$ cat src/rtl/tscd_pkg.sv
// shared types and constants for the touch stuck calibration detector
// no dependencies

package tscd_pkg;

    localparam int WINDOW_DEF   = 36;
    localparam int POS_W        = 10;
    localparam int PRS_W        = 12;
    localparam int MIN_W        = 6;
    localparam int FILL_W       = 6;
    localparam int CFG_IDX_W    = 2;
    localparam int CFG_DATA_W   = 12;

    localparam logic [CFG_IDX_W-1:0] REG_MIN_SAMPLES = 2'd0;
    localparam logic [CFG_IDX_W-1:0] REG_PRS_SPAN    = 2'd1;
    localparam logic [CFG_IDX_W-1:0] REG_POS_SPAN    = 2'd2;

    localparam logic [MIN_W-1:0] MIN_SAMPLES_RST = 6'd22;
    localparam logic [PRS_W-1:0] PRS_SPAN_RST    = 12'd110;
    localparam logic [POS_W-1:0] POS_SPAN_RST    = 10'd14;

    typedef struct packed {
        logic             v;
        logic [POS_W-1:0] x;
        logic [POS_W-1:0] y;
        logic [PRS_W-1:0] z;
    } cell_t;

    typedef struct packed {
        logic load;
        logic clear;
    } cell_ctl_t;

endpackage

$ cat src/rtl/tscd_cell.sv
// one window cell: holds a sample and its valid flag, loads from its neighbor
// depends on tscd_pkg

module tscd_cell
    import tscd_pkg::*;
(
    input  logic      aclk,
    input  logic      aresetn,
    input  cell_ctl_t ctl,
    input  cell_t     d_in,
    output cell_t     d_out
);

    logic             v_reg;
    logic [POS_W-1:0] x_reg;
    logic [POS_W-1:0] y_reg;
    logic [PRS_W-1:0] z_reg;

    always_ff @(posedge aclk) begin
        if (!aresetn) begin
            v_reg <= 1'b0;
        end else if (ctl.clear) begin
            v_reg <= 1'b0;
        end else if (ctl.load) begin
            v_reg <= d_in.v;
        end
    end

    always_ff @(posedge aclk) begin
        if (ctl.load) begin
            x_reg <= d_in.x;
            y_reg <= d_in.y;
            z_reg <= d_in.z;
        end
    end

    assign d_out = '{v: v_reg, x: x_reg, y: y_reg, z: z_reg};

endmodule

$ cat src/rtl/tscd_span.sv
// min/max tracker over the rotating window and the stuck decision
// depends on tscd_pkg

module tscd_span
    import tscd_pkg::*;
(
    input  logic             aclk,
    input  logic             init,
    input  cell_t            init_smp,
    input  logic             en,
    input  cell_t            smp,
    input  logic [PRS_W-1:0] prs_span_min,
    input  logic [POS_W-1:0] pos_span_max,
    output logic             hit
);

    logic [POS_W-1:0] xmin_reg, xmax_reg, ymin_reg, ymax_reg;
    logic [PRS_W-1:0] zmin_reg, zmax_reg;
    logic [POS_W-1:0] xspan, yspan;
    logic [PRS_W-1:0] zspan;

    always_ff @(posedge aclk) begin
        if (init) begin
            xmin_reg <= init_smp.x;
            xmax_reg <= init_smp.x;
            ymin_reg <= init_smp.y;
            ymax_reg <= init_smp.y;
            zmin_reg <= init_smp.z;
            zmax_reg <= init_smp.z;
        end else if (en && smp.v) begin
            if (smp.x < xmin_reg) xmin_reg <= smp.x;
            if (smp.x > xmax_reg) xmax_reg <= smp.x;
            if (smp.y < ymin_reg) ymin_reg <= smp.y;
            if (smp.y > ymax_reg) ymax_reg <= smp.y;
            if (smp.z < zmin_reg) zmin_reg <= smp.z;
            if (smp.z > zmax_reg) zmax_reg <= smp.z;
        end
    end

    assign xspan = xmax_reg - xmin_reg;
    assign yspan = ymax_reg - ymin_reg;
    assign zspan = zmax_reg - zmin_reg;
    assign hit   = (zspan >= prs_span_min) && (xspan <= pos_span_max)
                   && (yspan <= pos_span_max);

endmodule

$ cat src/rtl/touch_stuck_calibration_detector.sv
// top level: sample window as a ring of cells, span tracker and control
// depends on tscd_pkg, tscd_cell, tscd_span
//
//   port group   dir   content
//   s_axis       in    tuser {cal_valid, contact}, tdata {pressure, pos_y, pos_x}
//   m_axis       out   tuser {stuck}, tdata {fill}
//   cfg          in    write enable, register index, write data
//
// a no-contact transfer or a sample without a check writes its result straight into the result register
// a checked sample passes through the scan and decide states: the ring rotates once past the tracker
// reset clears the window, the count and the registers to their defaults
// one result register; input is held off while it is full and not taken

module touch_stuck_calibration_detector
    import tscd_pkg::*;
#(
    parameter int WINDOW = WINDOW_DEF
) (
    input  logic                  aclk,
    input  logic                  aresetn,
    input  logic                  s_tvalid,
    output logic                  s_tready,
    input  logic [31:0]           s_tdata,   // pos_x, pos_y, pressure
    input  logic [1:0]            s_tuser,   // contact, cal_valid
    output logic                  m_tvalid,
    input  logic                  m_tready,
    output logic [7:0]            m_tdata,   // fill, zero pad
    output logic [0:0]            m_tuser,   // stuck
    input  logic                  cfg_wr_en,
    input  logic [CFG_IDX_W-1:0]  cfg_index,
    input  logic [CFG_DATA_W-1:0] cfg_wdata
);

    localparam int CNT_W = $clog2(WINDOW + 1);
    localparam int SCN_W = $clog2(WINDOW);
    localparam int CMP_W = (CNT_W > MIN_W) ? CNT_W : MIN_W;

    typedef enum logic [1:0] {ST_IDLE, ST_SCAN, ST_DECIDE} state_t;

    state_t           state_reg, state_next;
    logic [CNT_W-1:0] count_reg, count_next;
    logic [SCN_W-1:0] scan_reg, scan_next;
    logic [MIN_W-1:0] min_samples_reg;
    logic [PRS_W-1:0] prs_span_reg;
    logic [POS_W-1:0] pos_span_reg;
    logic             m_valid_reg, m_valid_next;
    logic             m_stuck_reg, m_stuck_next;
    logic [FILL_W-1:0] m_fill_reg, m_fill_next;

    cell_t     chain [WINDOW];
    cell_t     feed;
    cell_t     new_smp;
    cell_ctl_t ctl;
    logic      s_xfer, out_free, hit, check;
    logic      span_init, span_en;
    logic [CNT_W-1:0] cnt_push;
    logic [CMP_W-1:0] cnt_cmp, cnt_ext;

    assign new_smp  = '{v: 1'b1, x: s_tdata[9:0], y: s_tdata[19:10], z: s_tdata[31:20]};
    assign out_free = !m_valid_reg || m_tready;
    assign s_tready = (state_reg == ST_IDLE) && out_free;
    assign s_xfer   = s_tvalid && s_tready;

    assign cnt_push = (count_reg == CNT_W'(WINDOW)) ? count_reg : count_reg + 1'b1;
    assign cnt_cmp  = CMP_W'(cnt_push);
    assign check    = s_tuser[1] && (cnt_cmp >= CMP_W'(min_samples_reg));
    assign cnt_ext  = CMP_W'(count_reg);

    assign feed = (state_reg == ST_IDLE) ? new_smp : chain[WINDOW-1];

    genvar gi;
    generate
        for (gi = 0; gi < WINDOW; gi++) begin : g_cell
            tscd_cell u_cell (
                .aclk   (aclk),
                .aresetn(aresetn),
                .ctl    (ctl),
                .d_in   ((gi == 0) ? feed : chain[(gi == 0) ? 0 : gi - 1]),
                .d_out  (chain[gi])
            );
        end
    endgenerate

    tscd_span u_span (
        .aclk        (aclk),
        .init        (span_init),
        .init_smp    (new_smp),
        .en          (span_en),
        .smp         (chain[WINDOW-1]),
        .prs_span_min(prs_span_reg),
        .pos_span_max(pos_span_reg),
        .hit         (hit)
    );

    always_comb begin
        state_next   = state_reg;
        count_next   = count_reg;
        scan_next    = scan_reg;
        m_valid_next = m_valid_reg && !m_tready;
        m_stuck_next = m_stuck_reg;
        m_fill_next  = m_fill_reg;
        ctl          = '{load: 1'b0, clear: 1'b0};
        span_init    = 1'b0;
        span_en      = 1'b0;
        unique case (state_reg)
            ST_IDLE: begin
                if (s_xfer) begin
                    if (!s_tuser[0]) begin
                        ctl.clear    = 1'b1;
                        count_next   = '0;
                        m_valid_next = 1'b1;
                        m_stuck_next = 1'b0;
                        m_fill_next  = '0;
                    end else begin
                        ctl.load   = 1'b1;
                        count_next = cnt_push;
                        if (check) begin
                            span_init  = 1'b1;
                            scan_next  = SCN_W'(WINDOW - 1);
                            state_next = ST_SCAN;
                        end else begin
                            m_valid_next = 1'b1;
                            m_stuck_next = 1'b0;
                            m_fill_next  = cnt_cmp[FILL_W-1:0];
                        end
                    end
                end
            end
            ST_SCAN: begin
                ctl.load = 1'b1;
                span_en  = 1'b1;
                scan_next = scan_reg - 1'b1;
                if (scan_reg == '0) begin
                    state_next = ST_DECIDE;
                end
            end
            ST_DECIDE: begin
                if (out_free) begin
                    m_valid_next = 1'b1;
                    m_stuck_next = hit;
                    m_fill_next  = hit ? '0 : cnt_ext[FILL_W-1:0];
                    if (hit) begin
                        ctl.clear  = 1'b1;
                        count_next = '0;
                    end
                    state_next = ST_IDLE;
                end
            end
            default: state_next = ST_IDLE;
        endcase
    end

    always_ff @(posedge aclk) begin
        if (!aresetn) begin
            state_reg   <= ST_IDLE;
            count_reg   <= '0;
            scan_reg    <= '0;
            m_valid_reg <= 1'b0;
            m_stuck_reg <= 1'b0;
            m_fill_reg  <= '0;
        end else begin
            state_reg   <= state_next;
            count_reg   <= count_next;
            scan_reg    <= scan_next;
            m_valid_reg <= m_valid_next;
            m_stuck_reg <= m_stuck_next;
            m_fill_reg  <= m_fill_next;
        end
    end

    always_ff @(posedge aclk) begin
        if (!aresetn) begin
            min_samples_reg <= MIN_SAMPLES_RST;
            prs_span_reg    <= PRS_SPAN_RST;
            pos_span_reg    <= POS_SPAN_RST;
        end else if (cfg_wr_en) begin
            unique case (cfg_index)
                REG_MIN_SAMPLES: min_samples_reg <= cfg_wdata[MIN_W-1:0];
                REG_PRS_SPAN:    prs_span_reg    <= cfg_wdata[PRS_W-1:0];
                REG_POS_SPAN:    pos_span_reg    <= cfg_wdata[POS_W-1:0];
                default: ;
            endcase
        end
    end

    assign m_tvalid   = m_valid_reg;
    assign m_tdata    = {2'b00, m_fill_reg};
    assign m_tuser[0] = m_stuck_reg;

endmodule

$ cat config.mk
export PLATFORM = sky130hd
export DESIGN_NAME = touch_stuck_calibration_detector
export DESIGN_NICKNAME = d
export VERILOG_FILES = /design/src/rtl/tscd_pkg.sv /design/src/rtl/tscd_cell.sv /design/src/rtl/tscd_span.sv /design/src/rtl/touch_stuck_calibration_detector.sv
export SDC_FILE = /design/constraint.sdc
export NUM_CORES = 1
export LEC_CHECK = 0
export BUFFER_PORTS_ARGS = -buffer_cell sky130_fd_sc_hd__buf_2
export CAP_MARGIN = 30
export CORE_MARGIN = 10
export CORE_UTILIZATION = 60
export CTS_CLUSTER_DIAMETER = 40
export DETAILED_ROUTE_END_ITERATION = 8
export GPL_TIMING_DRIVEN = 1
export HOLD_SLACK_MARGIN = 0.12
export PLACE_DENSITY = 0.76
export REMOVE_ABC_BUFFERS = 1
export SKIP_CTS_REPAIR_TIMING = 1
export SYNTH_ARGS = -nofsm -noshare
export SYNTH_HDL_FRONTEND = slang
export SYNTH_SLANG_ARGS = --single-unit
$ cat constraint.sdc
create_clock -name aclk -period 88.1 [get_ports aclk]
set_clock_uncertainty 0.15 [all_clocks]
set_input_delay 17.62 -clock aclk [delete_from_list [all_inputs] [get_ports aclk]]
set_output_delay 17.62 -clock aclk [all_outputs]
set_load 0.02 [all_outputs]
==> impl_metrics.json, run 1 <==
{
  "hpwlAfterDp_mm": 37.4,
  "clk_latency_ns": 0.74,
  "slowest_stage": "nor3_1",
  "dieArea_sq_um": 85500,
  "synth-edff-count": 1216,
  "cts_root_buf": "clkbuf_16",
  "hold_path_class": "reg -> reg",
  "layout-drive-gt1-share": 0.158,
  "rsz0062_at_grt": "false",
  "synth.area.top_cells": "edfxtp_1 (82%), dfxtp_1 (3.9%), ha_1 (3.7%)",
  "area_growth_pct": 14.4,
  "setup_ws_ns": 51.96,
  "critPathKind": "in -> out",
  "synth_seq_cells": 1302,
  "yosysUniqueCellTypes": 63,
  "tightestPinTransition_ns": 1.06,
  "initial_core_util": 0.608,
  "via_count": 19100,
  "status": "completed",
  "critPathBufInv": 2,
  "cts-buffers-inserted": 140,
  "ys_seq_area_frac": 0.859,
  "path_clk_slew_ns": 0.07,
  "rows": 99,
  "synth_warnings": 0,
  "die_w_um": 292,
  "final.setup.tns_ns": 0,
  "critPathCaptureType": "output pin",
  "synth-main-ff-cell": "edfxtp_1",
  "largest_register_ffs": 432,
  "syn_avg_cell_area_sq_um": 20.3,
  "synth_area_leader_cell": "edfxtp_1",
  "tritoncts": "yes",
  "place_congestion": 0.826,
  "core_area_sq_um": 73200,
  "slew-limit-headroom": 0.290,
  "crit_chain": "buf_2, nor2b_1, nor3_1, buf_2",
  "clock-sinks": 1302,
  "setup_viol": 0,
  "max_stage_delay_ns": 0.33,
  "htree_levels": 4,
  "critPathLaunchType": "input port",
  "detail_route.iter0.violations": 1693,
  "report.final.slew_viol_count": 0,
  "grt_start_max_net_pins": 202,
  "utilization": 0.695,
  "syn-cell-area_sq_um": 44500,
  "grt_usage": 0.171,
  "cap_violations": 0,
  "hold_viol": 0,
  "grt_pass1_wl_mm": 113,
  "grt_overflow_total": 0,
  "die_h_um": 292,
  "period_needed_ns": 36.14,
  "ir_worst_vdd_uv": 22.8,
  "synthArstFlopShare": 0,
  "pin_count": 64,
  "synth_top_cell_area_share": 0.821,
  "required_ns": 70.33,
  "antenna_found_initial": 2,
  "cpLargestDelayFamily": "simple AND/OR/NAND/NOR gates",
  "portBuffers": 61,
  "layout_worst_path_cycle_share": 0.410,
  "power_density_nw_per_um2": 26.0,
  "ant_nets": 0,
  "drt-total-wl_mm": 71.7,
  "fmax_mhz": 27.7,
  "clock_path_buffers": 3,
  "p_leak_nw": 17.6,
  "crit_fanout": 5,
  "remaining_drc_errors": 0,
  "nets": 2576,
  "detail_route.wl_per_cell_um": 20.7,
  "syn_inst": 2189,
  "dp_slack_ns": 51.95,
  "grt_pass1_vias": 19700,
  "crit_arrival_ns": 18.37,
  "firstDrtPassIters": 5,
  "routed_via_density": 5.51,
  "crit_top_cell": "buf_2"
}
-- final timing paths --
check                                 startpoint                                    to  slack (ns)  depth (start not counted)
max                                     m_tready                              s_tready       51.96                          4
min reg2reg  g_cell[6].u_cell.x_reg[7]$_DFFE_PP_   g_cell[7].u_cell.x_reg[7]$_DFFE_PP_        0.25                          0
max reg2reg            state_reg[0]$_SDFFE_PN0P_  g_cell[10].u_cell.y_reg[8]$_DFFE_PP_       82.91                          8
min          g_cell[6].u_cell.x_reg[7]$_DFFE_PP_   g_cell[7].u_cell.x_reg[7]$_DFFE_PP_        0.25                          0
-- routing by layer --
| metal | vias up | wire length [um] | global-route usage |
|---|---|---|---|
| li1 | 8840 | - | - |
| met1 | 9611 | 32900 | 0.248 |
| met2 | 471 | 32700 | 0.250 |
| met3 | 154 | 4070 | 0.0409 |
| met4 | 0 | 2020 | 0.0663 |
| met5 | - | 0 | 0 |
-- worst reg2reg max path, stage by stage, from the launching register on --
cell and delay, ns:
dfxtp_1 0.55, a31oi_1 0.17, nor2_4 0.62, buf_4 0.84, buf_12 0.75, buf_4 0.57
buf_16 0.34, buf_4 0.47, buf_16 0.35
-- synthesized netlist by cell type (4+ instances only) --
| cell | number |
|---|---|
| edfxtp_1 | 1216 |
| xor2_1 | 18 |
| o21ai_0 | 47 |
| nand2_1 | 73 |
| ha_1 | 132 |
| nand4_1 | 13 |
| clkbuf_1 | 20 |
| nand3b_1 | 4 |
| nand2b_1 | 10 |
| buf_2 | 7 |
| a211oi_1 | 10 |
| a21oi_1 | 53 |
| xnor2_1 | 15 |
| nor2b_1 | 14 |
| dfxtp_1 | 86 |
| nor2_1 | 80 |
| a21o_1 | 15 |
| nor2_2 | 10 |
| or3_1 | 14 |
| o211ai_1 | 21 |
| inv_1 | 116 |
| o21a_1 | 9 |
| mux2_2 | 58 |
| nor3_1 | 18 |
| a31oi_1 | 9 |
| mux2i_1 | 36 |
| nand3_1 | 22 |
| and2_1 | 4 |
-- cells in the final DEF, fill, tap and decap left out, drive strengths merged, types with 22 or more instances in the layout --
master / instances
clkbuf: 155
mux2: 58
nand2: 73
clkinv: 52
edfxtp: 1216
o21ai: 50
mux2i: 36
a21oi: 55
dfxtp: 86
ha: 132
nand3: 22
buf: 88
nor2: 90
inv: 136
-- metrics by stage --
| step | cell area [sq um] | hold WS [ns] | std cells | total power, mW |
|---|---|---|---|---|
| after detailed placement | 46100 | 0.255 | 3203 | 0.745 |
| after global placement | 46000 | 0.252 | 3198 | 0.742 |
| after global routing | 50900 | 0.247 | 3461 | 1.37 |
| final | 50900 | 0.248 | 3461 | 1.32 |
| after CTS | 50900 | 0.246 | 3458 | 1.34 |
| after floorplan | 44300 | 0.250 | 2158 | 0.786 |
-- cells by family (layout without fill, tap and decap cells) --
group	Yosys count	count (layout)	synth area share
flops	1302	1302	0.859
simple gates	280	280	0.0305
compound gates	196	196	0.0291
buf+inv	148	459	0.0134
fa+ha+maj	135	135	0.0385
mux	94	94	0.0228
xor+xnor	33	33	0.00649
other cells	1	3	0.0000843
-- where the power goes --
part | internal (mW) | switching, mW
registers | 0.701 | 0.00767
logic | 0.00589 | 0.0185
clock network | 0.340 | 0.252
total | 1.05 | 0.278
-- area by class of cell --
class,count,area [sq um]
Antenna cell,1,2.50
Fill cell,4333,22300
Tap cell,959,1200
Timing Repair Buffer,88,621
Inverter,116,435
Clock buffer,155,3590
Clock inverter,100,1130
Multi-Input combinational cell,740,5690
Sequential cell,1302,38200
(Power assumes the default switching activity.)
==> run 2: changes to the inputs <==
Settings changed: ABC_AREA set to 1.
Clock period 88.1 ns to 37.9 ns, I/O delays scaled along.
==> impl_metrics.json, run 2 <==
{
  "status": "completed",
  "largest_register_ffs": 432,
  "syn-cell-area_sq_um": 44700,
  "crit_chain": "buf_2, nor2_2, nor2_1, buf_2",
  "power_density_nw_per_um2": 62.0,
  "grt_overflow_total": 0,
  "grt_start_max_net_pins": 238,
  "detail_route.wl_per_cell_um": 18.6,
  "synth-edff-count": 1216,
  "slowest_stage": "nor2_2",
  "htree_levels": 4,
  "core_area_sq_um": 74200,
  "dieArea_sq_um": 85900,
  "crit_top_cell": "buf_2",
  "routed_via_density": 5.37,
  "ant_nets": 0,
  "synth_area_leader_cell": "edfxtp_1",
  "power_switching_uw": 668,
  "p_leak_nw": 18.2,
  "layout-drive-gt1-share": 0.120,
  "ir_worst_vdd_uv": 65.6,
  "critPathCaptureType": "output pin",
  "hold_path_class": "reg -> reg",
  "rows": 100,
  "yosysMostFrequentCell": "edfxtp_1",
  "path_clk_slew_ns": 0.06,
  "swShare": 0.212,
  "grt_pass1_vias": 20100,
  "rsz0062_at_grt": "false",
  "multiInputGateArea_sq_um": 5350,
  "grt_usage": 0.167,
  "area_growth_pct": 13.6,
  "critPathLaunchType": "input port",
  "syn_avg_cell_area_sq_um": 18.2,
  "drt-total-wl_mm": 69.4,
  "synth_common_cells": "edfxtp_1 (1216), inv_1 (243), nand2_1 (240)",
  "utilization": 0.685,
  "grt_pass1_wl_mm": 111,
  "tightestPinTransition_ns": 1.19,
  "max_stage_delay_ns": 0.19,
  "fmax_mhz": 63.2,
  "nets": 2834,
  "slew-limit-headroom": 0.204,
  "cap_violations": 0,
  "clock-sinks": 1302,
  "critPathKind": "in -> out",
  "synth_seq_cells": 1302,
  "period_needed_ns": 15.82,
  "fin_total_pwr_mw": 3.15,
  "ys_seq_area_frac": 0.855,
  "required_ns": 30.17,
  "pin_count": 64,
  "antenna_found_initial": 7,
  "crit_fanout": 4,
  "final.setup.tns_ns": 0,
  "place_congestion": 0.867,
  "die_w_um": 293,
  "seq_power_share": 0.544,
  "synth.area.top_cells": "edfxtp_1 (82%), dfxtp_1 (3.8%), ha_1 (3.7%)",
  "synthArstFlopShare": 0,
  "syn_inst": 2458,
  "tritoncts": "yes",
  "layout_worst_path_cycle_share": 0.418,
  "synth-main-ff-cell": "edfxtp_1",
  "portBuffers": 61,
  "via_count": 20000,
  "report.final.slew_viol_count": 0,
  "combPwrFrac": 0.036,
  "synth_warnings": 0,
  "clk_latency_ns": 0.71,
  "setup_viol": 0,
  "initial_core_util": 0.603,
  "ff_latch_area_sq_um": 38200,
  "fillCellCount": 4525,
  "clock_power_share": 0.420,
  "clock_path_buffers": 3,
  "p_int_mw": 2.48,
  "cts_root_buf": "clkbuf_16",
  "detail_route.iter0.violations": 1830,
  "yosysUniqueCellTypes": 44,
  "hold_viol": 0,
  "die_h_um": 293,
  "layout.cells.most_common": "edfxtp_1",
  "hpwlAfterDp_mm": 37.4,
  "remaining_drc_errors": 0,
  "final_cell_mix": "edfxtp_1 (1216), inv_1 (242), nand2_1 (240), clkbuf_16 (145), ha_1 (132)",
  "cts-buffers-inserted": 138,
  "synth_top_cell_area_share": 0.816,
  "firstDrtPassIters": 6,
  "crit_arrival_ns": 8.09
}
## run 2: logic make-up after synthesis
| logic type | Yosys count | share of synthesized area |
|---|---|---|
| DFF | 1302 | 0.855 |
| adders and majority gates | 135 | 0.0383 |
| buffers and inverters | 285 | 0.0261 |
| AOI/OAI and AO/OA | 280 | 0.0347 |
| muxes | 2 | 0.000447 |
| xor gates and xnor gates | 33 | 0.00646 |
| and+or+nand+nor | 420 | 0.0392 |
| other | 1 | 0.0000838 |
## run 2: cell type report
| type | instances | share of cell area |
|---|---|---|
| Antenna cell | 1 | 0.0000492 |
| Clock buffer | 167 | 0.0730 |
| Clock inverter | 79 | 0.0159 |
| Inverter | 251 | 0.0185 |
| Multi-Input combinational cell | 872 | 0.105 |
| Sequential cell | 1302 | 0.752 |
| Tap cell | 969 | 0.0239 |
| Timing Repair Buffer | 81 | 0.0113 |
## run 2: layer usage
| layer | share of wire | routed length, um | global-route usage | vias up |
|---|---|---|---|---|
| met5 | 0.0012 | 80 | 0 | - |
| met4 | 0.025 | 1770 | 0.0640 | 10 |
| met3 | 0.053 | 3650 | 0.0386 | 141 |
| met2 | 0.47 | 32400 | 0.249 | 502 |
| li1 | - | - | - | 9414 |
| met1 | 0.45 | 31500 | 0.240 | 9927 |
## run 2: final timing paths
| path | start | end | slack [ns] | depth (start not counted) |
|---|---|---|---|---|
| setup / recovery | m_tready | s_tready | 22.08 | 4 |
| hold / removal | g_cell[30].u_cell.z_reg[1]$_DFFE_PP_ | g_cell[31].u_cell.z_reg[1]$_DFFE_PP_ | 0.25 | 0 |
| setup reg to reg | state_reg[0]$_SDFFE_PN0P_ | g_cell[31].u_cell.x_reg[2]$_DFFE_PP_ | 32.26 | 10 |
| hold reg to reg | g_cell[30].u_cell.z_reg[1]$_DFFE_PP_ | g_cell[31].u_cell.z_reg[1]$_DFFE_PP_ | 0.25 | 0 |
## run 2: critical path, delay by kind of cell
kind | cells | cell delay [ns]
buffers and inverters | 2 | 0.26
AND/OR/NAND/NOR | 2 | 0.25
## run 2: power groups by stage
stage / Combinational [mW] / Sequential (mW) / Clock [mW]
global route: 0.130 / 1.72 / 1.41
detailed placement: 0.113 / 1.74 / 0
floorplan: 0.0782 / 1.77 / 0
finish: 0.114 / 1.71 / 1.32
CTS: 0.114 / 1.72 / 1.35
global placement: 0.106 / 1.74 / 0
## run 2: stage by stage
stage          worst slack, ns  hold WS [ns]  instance area [sq um]  cells
4_1_cts                  22.07         0.252                  50800   3719
3_5_place_dp             22.07         0.255                  46300   3473
3_3_place_gp             22.06         0.251                  46200   3470
5_1_grt                  22.04         0.260                  50800   3721
6_report                 22.08         0.250                  50800   3722
2_1_floorplan            20.43         0.250                  44500   2425
==> run 3: changes to the inputs <==
Clock period 37.9 ns to 16.2 ns, I/O delays scaled along.
==> impl_metrics.json, run 3 (synthesis results as in run 2) <==
{
  "required_ns": 12.81,
  "setup_viol": 0,
  "critPathLaunchType": "input port",
  "drt-total-wl_mm": 69.1,
  "dpl-instance-area_sq_um": 46300,
  "rsz0062_at_grt": "false",
  "multiInputGateArea_sq_um": 5350,
  "clock-sinks": 1302,
  "swShare": 0.216,
  "hold_viol": 0,
  "period_needed_ns": 7.13,
  "grt_usage": 0.165,
  "layout-drive-gt1-share": 0.116,
  "firstDrtPassIters": 5,
  "die_h_um": 293,
  "hpwlAfterDp_mm": 37.9,
  "layout.cells.most_common": "edfxtp_1",
  "detail_route.wl_per_cell_um": 18.6,
  "cts-buffers-inserted": 136,
  "grt_start_max_net_pins": 213,
  "hold_path_class": "reg -> reg",
  "max_stage_delay_ns": 0.19,
  "htree_levels": 4,
  "initial_core_util": 0.603,
  "clock_path_buffers": 3,
  "largest_register_ffs": 432,
  "slowest_stage": "nor2_2",
  "clock_power_share": 0.412,
  "tightestPinTransition_ns": 1.12,
  "critPathCaptureType": "output pin",
  "layout_worst_path_cycle_share": 0.440,
  "antenna_found_initial": 6,
  "power_switching_mw": 1.57,
  "fillCellCount": 4510,
  "critPathBufInv": 2,
  "portBuffers": 61,
  "cts_root_buf": "clkbuf_16",
  "power_density_nw_per_um2": 143,
  "cap_violations": 0,
  "crit_fanout": 4,
  "grt_overflow_total": 0,
  "fmax_mhz": 140,
  "clk_latency_ns": 0.72,
  "remaining_drc_errors": 0,
  "slew-limit-headroom": 0.255,
  "die_w_um": 293,
  "final_area_sq_um": 50700,
  "seq_power_share": 0.551,
  "diodes": 0,
  "detail_route.iter0.violations": 1682,
  "critPathKind": "in -> out",
  "cpLargestDelayFamily": "buffers and inverters",
  "path_clk_slew_ns": 0.06,
  "nets": 2830,
  "ff_latch_area_sq_um": 38200,
  "crit_chain": "buf_2, nor2_2, nor2_1, buf_2",
  "dieArea_sq_um": 85900,
  "core_area_sq_um": 74200,
  "report.final.slew_viol_count": 0,
  "final.setup.tns_ns": 0,
  "tritoncts": "yes",
  "combPwrFrac": 0.037,
  "pin_count": 64,
  "ir_worst_vdd_uv": 121,
  "grt_pass1_wl_mm": 111,
  "routed_via_density": 5.37,
  "crit_arrival_ns": 3.74,
  "rows": 100,
  "via_count": 20000,
  "crit_top_cell": "buf_2",
  "final_cell_mix": "edfxtp_1 (1216), inv_1 (242), nand2_1 (240), clkbuf_16 (140), ha_1 (132)",
  "status": "completed",
  "grt_pass1_vias": 20000,
  "area_growth_pct": 13.2,
  "place_congestion": 0.860,
  "p_leak_nw": 18.1,
  "p_int_mw": 5.70,
  "ant_nets": 0
}
[run 3: cell count changes in the layout (fill, tap and decap cells not counted), moves of 2 or more]
cell | previous run | this run
clkbuf_1 | 22 | 28
bufinv_16 | 9 | 4
clkbuf_16 | 145 | 140
clkinv_1 | 15 | 20
buf_4 | 13 | 9
clkinv_4 | 7 | 3
inv_6 | 14 | 18
inv_8 | 7 | 3
inv_16 | 1 | 4
buf_12 | 3 | 5
clkbuf_8 | 0 | 2
clkinv_2 | 13 | 15
[run 3: per-stage QoR]
| stage | instances | power (mW) | setup slack (ns) | util | hold slack [ns] |
|---|---|---|---|---|---|
| 3_3_place_gp | 3468 | 4.32 | 8.55 | 0.623 | 0.250 |
| 3_5_place_dp | 3471 | 4.34 | 8.34 | 0.623 | 0.255 |
| 5_1_grt | 3723 | 7.52 | 9.03 | 0.683 | 0.247 |
| 6_report | 3723 | 7.27 | 9.07 | 0.683 | 0.246 |
| 4_1_cts | 3721 | 7.34 | 9.06 | 0.682 | 0.239 |
| 2_1_floorplan | 2425 | 4.32 | 3.07 | - | 0.250 |
[run 3: layer usage]
layer | vias up | part of all wire | global-route usage
met5 | - | 0.00052 | 0
met4 | 6 | 0.023 | 0.0558
met3 | 139 | 0.054 | 0.0403
met2 | 465 | 0.47 | 0.244
met1 | 9987 | 0.46 | 0.240
li1 | 9389 | - | -
[run 3: power groups by stage]
stage	registers, mW	clock network (mW)	logic [mW]
floorplan	4.14	0	0.183
global placement	4.07	0	0.248
detailed placement	4.07	0	0.265
CTS	4.01	3.06	0.266
global route	4.03	3.19	0.303
finish	4.01	2.99	0.268
[run 3: final cells by class]
class                      count  area share
timing repair buffer          79      0.0112
sequential                  1302       0.755
clock buffer                 170      0.0718
clock inverter                80      0.0142
multi-input combinational    872       0.106
tap                          969      0.0239
inverter                     251      0.0186
[run 3: path summary, 6_finish.rpt]
kind / end / cells past startpoint / startpoint / slack, ns
min: g_cell[6].u_cell.x_reg[6]$_DFFE_PP_ / 0 / g_cell[5].u_cell.x_reg[6]$_DFFE_PP_ / 0.25
min reg2reg: g_cell[6].u_cell.x_reg[6]$_DFFE_PP_ / 0 / g_cell[5].u_cell.x_reg[6]$_DFFE_PP_ / 0.25
max: s_tready / 4 / m_tready / 9.07
max reg2reg: g_cell[5].u_cell.y_reg[2]$_DFFE_PP_ / 8 / state_reg[0]$_SDFFE_PN0P_ / 11.74
[run 3: worst register-to-register path: stages, from the launching register on]
cell	delay, ns
dfxtp_1	0.38
inv_2	0.13
nand2_2	0.09
nor3_2	0.22
nand2_1	0.19
nand2_8	0.26
buf_12	0.65
buf_12	0.91
buf_4	1.07
